--- config.mk ---
export PLATFORM = sky130hd
export DESIGN_NAME = cursor_linked_list_engine_core
export DESIGN_NICKNAME = d
export VERILOG_FILES = /design/src/cll_pkg.sv /design/src/cll_link_store.sv /design/src/cll_value_store.sv /design/src/cursor_linked_list_engine_core.sv
export SDC_FILE = /design/constraint.sdc
export NUM_CORES = 2
export LEC_CHECK = 0
export BUFFER_PORTS_ARGS = -buffer_cell sky130_fd_sc_hd__buf_2
export CAP_MARGIN = 5
export CORE_ASPECT_RATIO = 1.5
export CORE_MARGIN = 2
export CORE_UTILIZATION = 35
export DETAILED_ROUTE_END_ITERATION = 16
export HOLD_SLACK_MARGIN = 0.05
export SLEW_MARGIN = 20
export SYNTH_ARGS = -nofsm -noshare
export SYNTH_HDL_FRONTEND = slang
export SYNTH_SLANG_ARGS = --single-unit
--- constraint.sdc ---
create_clock -name clock -period 6.19 [get_ports clock]
set_input_delay 0.3095 -clock clock [delete_from_list [all_inputs] [get_ports clock]]
set_output_delay 0.3095 -clock clock [all_outputs]
set_load 0.005 [all_outputs]
--- src/cll_pkg.sv ---
// Shared types, constants and helpers for the cursor linked list engine.
`timescale 1ns / 1ps
`default_nettype none
package cll_pkg;
   localparam int NODES = 64;
   localparam int IDX_W = $clog2(NODES);
   localparam int POS_W = 6;
   localparam int VAL_W = 32;

   typedef logic [IDX_W-1:0] idx_type;
   typedef logic [POS_W-1:0] pos_type;

   localparam idx_type FREE_HEAD = '0;
   localparam idx_type LIST_HEAD = IDX_W'(NODES - 1);

   localparam logic [1:0] KIND_INSERT = 2'd0;
   localparam logic [1:0] KIND_DELETE = 2'd1;
   localparam logic [1:0] KIND_DUMP   = 2'd2;

   typedef struct packed {
      logic [1:0]              kind;
      pos_type                 position;
      logic signed [VAL_W-1:0] value;
   } req_type;

   typedef struct packed {
      logic                    ok;
      logic                    has_value;
      logic signed [VAL_W-1:0] element_value;
      pos_type                 element_count;
      logic                    last;
   } rsp_type;

   typedef struct packed {
      logic    en;
      idx_type addr;
      idx_type data;
   } link_wr_type;

   typedef struct packed {
      logic             en;
      idx_type          addr;
      logic [VAL_W-1:0] data;
   } val_wr_type;

   // link value of an entry that was never written
   function automatic idx_type link_reset(input idx_type idx);
      if (idx == LIST_HEAD) begin
         return FREE_HEAD;
      end
      return idx + idx_type'(1);
   endfunction
endpackage
`default_nettype wire

--- src/cll_link_store.sv ---
// Link store: one write and one registered read port, per-entry valid bits.
`timescale 1ns / 1ps
`default_nettype none
module cll_link_store (
   input  logic                 clock,
   input  logic                 reset,
   input  cll_pkg::idx_type     rd_addr,
   input  cll_pkg::link_wr_type wr,
   output cll_pkg::idx_type     rd_data
);
   import cll_pkg::*;

   idx_type          mem_ff [NODES];
   logic [NODES-1:0] valid_ff;
   idx_type          mem_q_ff;
   idx_type          addr_q_ff;
   logic             valid_q_ff;

   always_ff @(posedge clock) begin
      if (reset) begin
         valid_ff <= '0;
      end else if (wr.en) begin
         valid_ff[wr.addr] <= 1'b1;
      end
   end

   always_ff @(posedge clock) begin
      if (wr.en) begin
         mem_ff[wr.addr] <= wr.data;
      end
      mem_q_ff   <= mem_ff[rd_addr];
      valid_q_ff <= valid_ff[rd_addr];
      addr_q_ff  <= rd_addr;
   end

   assign rd_data = valid_q_ff ? mem_q_ff : link_reset(addr_q_ff);
endmodule
`default_nettype wire

--- src/cll_value_store.sv ---
// Value store: one write and one registered read port.
`timescale 1ns / 1ps
`default_nettype none
module cll_value_store (
   input  logic                      clock,
   input  cll_pkg::idx_type          rd_addr,
   input  cll_pkg::val_wr_type       wr,
   output logic [cll_pkg::VAL_W-1:0] rd_data
);
   import cll_pkg::*;

   logic [VAL_W-1:0] mem_ff [NODES];
   logic [VAL_W-1:0] data_q_ff;

   always_ff @(posedge clock) begin
      if (wr.en) begin
         mem_ff[wr.addr] <= wr.data;
      end
      data_q_ff <= mem_ff[rd_addr];
   end

   assign rd_data = data_q_ff;
endmodule
`default_nettype wire

--- src/cursor_linked_list_engine_core.sv ---
// Top level: sequencer walking the node stores for insert, delete and dump.
// Bad positions, an unused kind and an empty dump answer in the cycle after the transfer;
// a full-store insert answers after the free-head read in S_INS_FREE; insert and delete
// walk the list to the position; dump gives one value per cycle per element.
// busy stays high for the whole walk; each link step is one read of the link store.
// Synchronous reset restores the store links at once through valid bits.
`timescale 1ns / 1ps
`default_nettype none
module cursor_linked_list_engine_core (
   input  logic             clock,
   input  logic             reset,
   input  logic             start,
   output logic             busy,
   input  cll_pkg::req_type req_payload,
   output logic             rsp_strobe,
   output cll_pkg::rsp_type rsp_payload
);
   import cll_pkg::*;

   localparam logic [3:0] S_IDLE       = 4'd0;
   localparam logic [3:0] S_INS_FREE   = 4'd1;
   localparam logic [3:0] S_INS_NEXT   = 4'd2;
   localparam logic [3:0] S_WALK       = 4'd3;
   localparam logic [3:0] S_INS_LINK   = 4'd4;
   localparam logic [3:0] S_DEL_J      = 4'd5;
   localparam logic [3:0] S_DEL_F      = 4'd6;
   localparam logic [3:0] S_DEL_H      = 4'd7;
   localparam logic [3:0] S_DUMP_FIRST = 4'd8;
   localparam logic [3:0] S_DUMP       = 4'd9;

   logic [3:0]       state_ff, state_in;
   logic [1:0]       op_ff, op_in;
   pos_type          pos_ff, pos_in;
   logic [VAL_W-1:0] val_ff, val_in;
   idx_type          k_ff, k_in;
   idx_type          j_ff, j_in;
   pos_type          n_ff, n_in;
   pos_type          len_ff, len_in;
   rsp_type          rsp_ff, rsp_in;
   logic             rsp_strobe_ff, rsp_strobe_in;

   idx_type          link_raddr;
   idx_type          link_rd;
   link_wr_type      link_wr;
   val_wr_type       val_wr;
   logic [VAL_W-1:0] val_rd;

   logic             walk_done;
   logic             accept;
   logic [POS_W:0]   ins_limit;

   cll_link_store u_links (
      .clock   (clock),
      .reset   (reset),
      .rd_addr (link_raddr),
      .wr      (link_wr),
      .rd_data (link_rd)
   );

   cll_value_store u_values (
      .clock   (clock),
      .rd_addr (link_raddr),
      .wr      (val_wr),
      .rd_data (val_rd)
   );

   assign accept    = start && (state_ff == S_IDLE);
   assign walk_done = (n_ff == ((state_ff == S_DUMP) ? len_ff : pos_ff));
   assign ins_limit = {1'b0, len_ff} + (POS_W+1)'(1);

   always_comb begin
      state_in      = state_ff;
      op_in         = op_ff;
      pos_in        = pos_ff;
      val_in        = val_ff;
      k_in          = k_ff;
      j_in          = j_ff;
      n_in          = n_ff;
      len_in        = len_ff;
      link_raddr    = k_ff;
      link_wr       = '{en: 1'b0, addr: FREE_HEAD, data: FREE_HEAD};
      val_wr        = '{en: 1'b0, addr: j_ff, data: val_ff};
      rsp_strobe_in = 1'b0;
      rsp_in        = '{ok: 1'b0, has_value: 1'b0, element_value: '0,
                        element_count: len_ff, last: 1'b1};
      case (state_ff)
         S_IDLE: begin
            if (accept) begin
               op_in  = req_payload.kind;
               pos_in = req_payload.position;
               val_in = req_payload.value;
               k_in   = LIST_HEAD;
               n_in   = pos_type'(1);
               case (req_payload.kind)
                  KIND_INSERT: begin
                     if (req_payload.position == '0 ||
                         {1'b0, req_payload.position} > ins_limit) begin
                        rsp_strobe_in = 1'b1;
                     end else begin
                        link_raddr = FREE_HEAD;
                        state_in   = S_INS_FREE;
                     end
                  end
                  KIND_DELETE: begin
                     if (req_payload.position == '0 || req_payload.position > len_ff) begin
                        rsp_strobe_in = 1'b1;
                     end else begin
                        link_raddr = LIST_HEAD;
                        state_in   = S_WALK;
                     end
                  end
                  KIND_DUMP: begin
                     if (len_ff == '0) begin
                        rsp_strobe_in = 1'b1;
                        rsp_in.ok     = 1'b1;
                     end else begin
                        link_raddr = LIST_HEAD;
                        state_in   = S_DUMP_FIRST;
                     end
                  end
                  default: begin
                     rsp_strobe_in = 1'b1;
                  end
               endcase
            end
         end
         S_INS_FREE: begin
            if (link_rd == FREE_HEAD || link_rd == LIST_HEAD) begin
               rsp_strobe_in = 1'b1;
               state_in      = S_IDLE;
            end else begin
               j_in       = link_rd;
               link_raddr = link_rd;
               val_wr     = '{en: 1'b1, addr: link_rd, data: val_ff};
               state_in   = S_INS_NEXT;
            end
         end
         S_INS_NEXT: begin
            link_wr    = '{en: 1'b1, addr: FREE_HEAD, data: link_rd};
            link_raddr = LIST_HEAD;
            k_in       = LIST_HEAD;
            n_in       = pos_type'(1);
            state_in   = S_WALK;
         end
         S_WALK: begin
            if (walk_done) begin
               if (op_ff == KIND_INSERT) begin
                  link_wr  = '{en: 1'b1, addr: j_ff, data: link_rd};
                  state_in = S_INS_LINK;
               end else begin
                  j_in       = link_rd;
                  link_raddr = link_rd;
                  state_in   = S_DEL_J;
               end
            end else begin
               k_in       = link_rd;
               n_in       = n_ff + pos_type'(1);
               link_raddr = link_rd;
            end
         end
         S_INS_LINK: begin
            link_wr              = '{en: 1'b1, addr: k_ff, data: j_ff};
            len_in               = len_ff + pos_type'(1);
            rsp_strobe_in        = 1'b1;
            rsp_in.ok            = 1'b1;
            rsp_in.element_count = len_ff + pos_type'(1);
            state_in             = S_IDLE;
         end
         S_DEL_J: begin
            link_wr    = '{en: 1'b1, addr: k_ff, data: link_rd};
            link_raddr = FREE_HEAD;
            state_in   = S_DEL_F;
         end
         S_DEL_F: begin
            link_wr  = '{en: 1'b1, addr: j_ff, data: link_rd};
            state_in = S_DEL_H;
         end
         S_DEL_H: begin
            link_wr              = '{en: 1'b1, addr: FREE_HEAD, data: j_ff};
            len_in               = len_ff - pos_type'(1);
            rsp_strobe_in        = 1'b1;
            rsp_in.ok            = 1'b1;
            rsp_in.element_count = len_ff - pos_type'(1);
            state_in             = S_IDLE;
         end
         S_DUMP_FIRST: begin
            k_in       = link_rd;
            link_raddr = link_rd;
            n_in       = pos_type'(1);
            state_in   = S_DUMP;
         end
         S_DUMP: begin
            rsp_strobe_in        = 1'b1;
            rsp_in.ok            = 1'b1;
            rsp_in.has_value     = 1'b1;
            rsp_in.element_value = val_rd;
            rsp_in.last          = walk_done;
            if (walk_done) begin
               state_in = S_IDLE;
            end else begin
               k_in       = link_rd;
               link_raddr = link_rd;
               n_in       = n_ff + pos_type'(1);
            end
         end
         default: begin
            state_in = S_IDLE;
         end
      endcase
   end

   always_ff @(posedge clock) begin
      if (reset) begin
         state_ff      <= S_IDLE;
         len_ff        <= '0;
         rsp_strobe_ff <= 1'b0;
      end else begin
         state_ff      <= state_in;
         len_ff        <= len_in;
         rsp_strobe_ff <= rsp_strobe_in;
      end
   end

   always_ff @(posedge clock) begin
      op_ff  <= op_in;
      pos_ff <= pos_in;
      val_ff <= val_in;
      k_ff   <= k_in;
      j_ff   <= j_in;
      n_ff   <= n_in;
      rsp_ff <= rsp_in;
   end

   assign busy        = (state_ff != S_IDLE);
   assign rsp_strobe  = rsp_strobe_ff;
   assign rsp_payload = rsp_ff;
endmodule
`default_nettype wire

**Word level (Yosys, flattened, before mapping)**

Memory sizes are Yosys's and may differ from the RTL's. A register that Yosys moved wholly into a read port is not among the register bits.
Index checks and enable logic that the tools add are counted.

- Register bits: 181
- RAM bits: 2432
- Input port bits: 43
- Output and inout port bits: 43
- Memories: 2

Memory list:

| memory | words | width | read ports | clocked after Yosys merged registers in | wr ports | line | source |
|---|---|---|---|---|---|---|---|
| u_values.mem_ff | 64 | 32 | 1 | 1 | 1 | cll_value_store.sv:12 | `logic [VAL_W-1:0] mem_ff [NODES];` |
| u_links.mem_ff | 64 | 6 | 1 | 1 | 1 | cll_link_store.sv:13 | `idx_type mem_ff [NODES];` |

- Add/subtract/negate cells: 5
- Order comparisons: 5
- Equal/unequal tests: 24
- Mux-type cells: 59
- Bitwise operators: 1
- Reductions and logical operators: 23

Operators with widths:

| kind | number |
|---|---|
| $mux 6 | 18 |
| $mux 39 | 2 |
| $pmux 13 s6 | 1 |
| $or 64x64->64 | 1 |
| $pmux 6 s7 | 1 |
| $pmux 6 s3 | 2 |
| $mux 33 | 1 |
| $pmux 4 s8 | 1 |
| $mux 13 | 2 |
| $mux 4 | 6 |
| $pmux 6 s2 | 2 |
| $pmux 6 s4 | 1 |
| $add 6x1->6 const B | 3 |
| $logic_not 6->1 | 3 |
| $eq 4x3->1 const B | 4 |
| $mux 1 | 15 |
| $lt 6x7->1 const B | 2 |
| $eq 6x6->1 const B | 2 |
| $ne 2x2->1 const B | 6 |
| $pmux 4 s3 | 1 |
| $ne 3x3->1 const B | 3 |
| $eq 4x2->1 const B | 2 |
| $eq 4x4->1 const B | 2 |
| $reduce_bool 4->1 | 2 |
| 27 further kinds | 34 |

**Depth between registers and ports, before layout**

- Depth in word-level cells: 12
- Gate-level depth with buffers: 23
- Depth with buffers taken out: 17

**Cells and area by module**

Synthesis repeated with hierarchy kept, for this count alone.

- Cells, all modules: 4765
- Area, all modules: 101412.3 µm²

By module, submodules not included:

| module | times used | cells an instance | area each (µm²) | seq. area each (µm²) |
|---|---|---|---|---|
| cll_value_store | 1 | 3324 | 78515.3 | 62139.6 |
| cll_link_store | 1 | 1000 | 17888.4 | 13072.5 |
| cursor_linked_list_engine_core | 1 | 441 | 5008.6 | 2782.7 |

**Worst setup path after synthesis**

No wires, ideal clock.

- Kind: register -> register
- Start point: register u_links.addr_q_ff[0]
- End point: memory u_values.mem_ff[56][0] (enable)
- Setup time: 0.461 ns
- Arrival: 5.031 ns
- Required time: 5.729 ns
- Slack: 0.698 ns
- Stages on the path, launching flop included: 12
- Path through: dfxtp_1 ha_1 a311o_1 o221a_2 and2_1 a32oi_1 nand2_1 nand2_1 a21boi_0 clkbuf_1 nand3_1 nor3_1

- Word-level cells in the longest chain between the ends: 10

Ends and longest elaborated chain:

| what | line | source |
|---|---|---|
| start: declaration | cll_link_store.sv:16 | `idx_type addr_q_ff;` |
| start signal: assignment | cll_link_store.sv:33 | `addr_q_ff <= rd_addr;` |
| branches (longest 2 deep; another with $add 6x1->6) | - |  |
| $mux 6 * | cll_pkg.sv:51 | `return idx + idx_type'(1);` |
| $mux 6 * | cll_link_store.sv:36 | `assign rd_data = valid_q_ff ? mem_q_ff : link_reset(addr_q_ff);` |
| $eq 6x6->1 / $logic_not 6->1 (equally long branches) | cursor_linked_list_engine_core.sv:128 | `if (link_rd == FREE_HEAD \|\| link_rd == LIST_HEAD) begin` |
| $logic_or 1x1->1 | cursor_linked_list_engine_core.sv:128 |  |
| $mux 39 * | cursor_linked_list_engine_core.sv:128 |  |
| $mux 39 * | cursor_linked_list_engine_core.sv:86 | `case (state_ff)` |
| $mux 1 | cll_value_store.sv:16 | `if (wr.en) begin` |
| $mux 1 (implied by the code) | cll_value_store.sv:17 | `mem_ff[wr.addr] <= wr.data;` |
| end: declaration | cll_value_store.sv:12 |  |

Mark *: on every way between the ends.

**Worst setup path in the final report**

- Start point: register len_ff[0]
- End point: register u_values.data_q_ff[15] (netlist: u_values.rd_data[15]) (read register of u_values.mem_ff)

- Word-level cells in the longest chain between the ends: 7

Ends and longest elaborated chain:

| what | line | source |
|---|---|---|
| start: declaration | cursor_linked_list_engine_core.sv:38 | `pos_type len_ff, len_in;` |
| start signal: assignment | cursor_linked_list_engine_core.sv:219 | `len_ff <= len_in;` |
| $add 6x1->7 | cursor_linked_list_engine_core.sv:69 | `assign ins_limit = {1'b0, len_ff} + (POS_W+1)'(1);` |
| $gt 6x7->1 | cursor_linked_list_engine_core.sv:97 | `{1'b0, req_payload.position} > ins_limit) begin` |
| $logic_or 1x1->1 | cursor_linked_list_engine_core.sv:96 | `if (req_payload.position == '0 \|\|` |
| $mux 6 | cursor_linked_list_engine_core.sv:96 |  |
| $pmux 6 s3 | cursor_linked_list_engine_core.sv:94 | `case (req_payload.kind)` |
| $mux 6 | cursor_linked_list_engine_core.sv:88 | `if (accept) begin` |
| $pmux 6 s7 * | cursor_linked_list_engine_core.sv:86 |  |
| end: declaration | cll_value_store.sv:13 | `logic [VAL_W-1:0] data_q_ff;` |

Every way passes the cells marked *; elsewhere a longest branch is shown, timed or not.
A chain may end at the register's enable or synchronous reset.

==> flow_metrics.env <==
export IMPL_status="complete, no violations"
export IMPL_antenna_found_initial=13
export IMPL_critical_path_max_stage_delay_ps=990
export IMPL_cp_required_ps=6900
export IMPL_cp_data_arrival_time_ps=6810
export IMPL_drv_cap=0
export IMPL_r2r_cells=18
export IMPL_grt_pass1_vias=59300
export IMPL_die_h_um=667
export IMPL_crit_fanout=22
export IMPL_die_area_mm2=0.297
export IMPL_placed_cells=9826
export IMPL_start_util_pct=35.1
export IMPL_h_tree_depth=5
export IMPL_fin_ws_ps=90.4
export IMPL_grt_ovfl_total=0
export IMPL_num_io_pins=86
export IMPL_vias=59500
export IMPL_yosys_top_cells_area="edfxtp_1, mux4_2, dfxtp_1"
export IMPL_grt_pass1_wl_mm=449
export IMPL_layout_drive_gt1_share_pct=19.5
export IMPL_multi_input_area_mm2=0.0235
export IMPL_syn_instance_count=5886
export IMPL_ys_seq_elements=2651
export IMPL_ant_nets=0
export IMPL_avgSynthCellArea_um2=17.4
export IMPL_critPathKind="flop to flop"
export IMPL_ys_flop_type="edfxtp_1"
export IMPL_grt_max_degree=96
export IMPL_layout_cells_non_filler=10400
export IMPL_drt_initial_drc_count=7123
export IMPL_clkSinkCount=2651
export IMPL_peakVddDrop_mv=0.267
export IMPL_port_buffers=85
export IMPL_critical_path_startpoint_type="flop"
export IMPL_slowest_stage="a2111oi_0"
export IMPL_power_density_mw_per_mm2=393
export IMPL_drv_slew=0
export IMPL_yosys_warnings=0
export IMPL_r2r_start="len_ff[0]$_SDFF_PP0_"
export IMPL_synth_top_area_share_pct=72.9
export IMPL_rows=243
export IMPL_path_clk_slew_ps=60
export IMPL_cts_tree="built"
export IMPL_ff2ff_setup_slack_ps=90
export IMPL_critical_path_cell_chain="ha_1 -> nand3_1 -> xnor2_1 -> ha_1 -> a21o_1 -> a21o_1 -> o211ai_1 -> a21oi_1 -> a211o_1 -> o31ai_1 -> a221oi_4 -> nand2_2 -> buf_4 -> a21oi_1 -> a2111oi_0 -> buf_4 -> a22o_1 -> nor3_1"
export IMPL_fmax_ghz=0.164
export IMPL_synth_async_reset_ratio_pct=0
export IMPL_rsz0062_at_grt="false"
export IMPL_regArea_mm2=0.0780
export IMPL_first_pass_iters=5
export IMPL_cts_root_buf="clkbuf_16"
export IMPL_yosysMostFrequentCell="edfxtp_1"
export IMPL_cts_buffers=270
export IMPL_timing_final_crit_period_ps=6100
export IMPL_vias_per_cell=5.74
export IMPL_drc=0
export IMPL_syn_to_final_growth_pct=16.0
export IMPL_fin_crit_sh_pct=98.5
export IMPL_coreArea_mm2=0.292
export IMPL_holdPathStages=2
export IMPL_hp_start="req_payload[4]"
export IMPL_clock_latency_ps=870
export IMPL_setup_tns_ps=0
export IMPL_grtUsageTotal_pct=21.3
export IMPL_post_dp_hpwl_mm=191
export IMPL_fin_area_mm2=0.119
export IMPL_ys_seq_area_share_pct=76.1
export IMPL_die_w_um=446
export IMPL_tightest_slew_ps=1210
export IMPL_p_leak_nw=38.7
export IMPL_setup_viol=0
export IMPL_fillCellCount=26000
export IMPL_yosysTopAreaCell="edfxtp_1"
export IMPL_maxSlewHeadroom_pct=18.8
export IMPL_routed_wl_mm=325
export IMPL_synth_edff_count=2490
export IMPL_fin_skew_ps=57.0
export IMPL_worst_setup_path_end_kind="flop"
export IMPL_dpl_cell_area_mm2=0.110
export IMPL_synth_area_mm2=0.103
export IMPL_hold_viol_final=0
export IMPL_critPathLaunch="len_ff[0]$_SDFF_PP0_"
export IMPL_synth_cell_types=86
export IMPL_worstHoldPathType="input pin to flop"
export IMPL_routedWlPerCell_um=31.3
export IMPL_gp_congestion=0.908
export IMPL_clockBufferDepth=4
export IMPL_post_place_ws_ps=182
export IMPL_yosys_top_cells_count="edfxtp_1, nand2_1, nor2_1, mux4_2, a21oi_1"
export IMPL_layout_nets=6413
[kinds of logic after synthesis]
group	Yosys count	share of synthesized area [%]
mux	576	9.93
compound gates	891	6.01
simple gates	1360	5.73
fa+ha+maj	21	0.264
buf+inv	360	1.79
flops	2651	76.1
xor+xnor	26	0.222
other cells	1	0.00366
[cells in the final DEF (no fill, tap or decap), types with 64 or more instances in the layout]
cell       count
edfxtp_1    2490
nor3_1        70
buf_4        273
clkbuf_16    277
o21ai_0      106
conb_1        64
buf_2         85
nand3_1       76
mux2i_1      218
dfxtp_1      161
clkbuf_1      72
a21oi_1      247
nor2_1       383
mux4_2       352
nand2_1      547
a22oi_1       86
[state kept, by name (all words and copies together), names as in the netlist, 6 cells and up]
signal and cells:
u_links.mem_q_ff 6, j_ff 6, k_ff 6, u_links.mem_ff 384, n_ff 6, len_ff 6, u_links.addr_q_ff 6, val_ff 32
pos_ff 6, u_links.valid_ff 64, u_values.mem_ff 2048, u_values.rd_data 32, rsp_payload 41
[metrics by stage]
stage	hold WS, ps	utilization (%)	total power, mW
detailed placement	458	37.7	31.0
global placement	446	37.7	30.9
floorplan	406	-	26.6
CTS	108	40.7	46.8
global route	146	40.7	48.0
finish	165	40.7	46.7
[area by class of cell]
class,instances,share of cell area [%]
Antenna cell,8,0.0168
Clock buffer,358,6.16
Clock inverter,118,0.908
Inverter,30,0.119
Multi-Input combinational cell,2938,19.8
Sequential cell,2651,65.6
Tap cell,3797,3.99
Timing Repair Buffer,458,3.43
[critical path, delay by kind of cell, from the launching register on]
kind | cells | cell delay, ps
compound gates | 10 | 3530
xor+xnor | 1 | 200
simple gates | 3 | 410
buf+inv | 2 | 770
fa+ha+maj | 2 | 540
flops | 1 | 480
[timing repair]
item	4_1_cts	5_1_grt
hold buffers	41	0
setup endpoints to repair	0	4
buffers inserted	0	7
endpoints found under the hold margin	44	0
gates resized for setup	0	4
[metal layers]
layer / GRT usage, % / wire (um)
met1: 25.1 / 114000
met2: 36.2 / 161000
met3: 3.47 / 26700
met4: 13.4 / 23100
met5: 0 / 30
[final timing paths]
check,end
setup / recovery,u_values.rd_data[15]$_DFF_P_
hold / removal,val_ff[4]$_DFFE_PP_
setup reg to reg,u_values.rd_data[15]$_DFF_P_
hold reg to reg,u_links.valid_ff[32]$_SDFFE_PP0P_
[where the power goes]
part           total (mW)  internal [mW]  switching, mW
Clock                15.9           9.04           6.85
Combinational        10.3           3.43           6.84
Sequential           20.5           20.3          0.281
Total                46.7           32.7           14.0
Power figures use the tool's default switching activity.
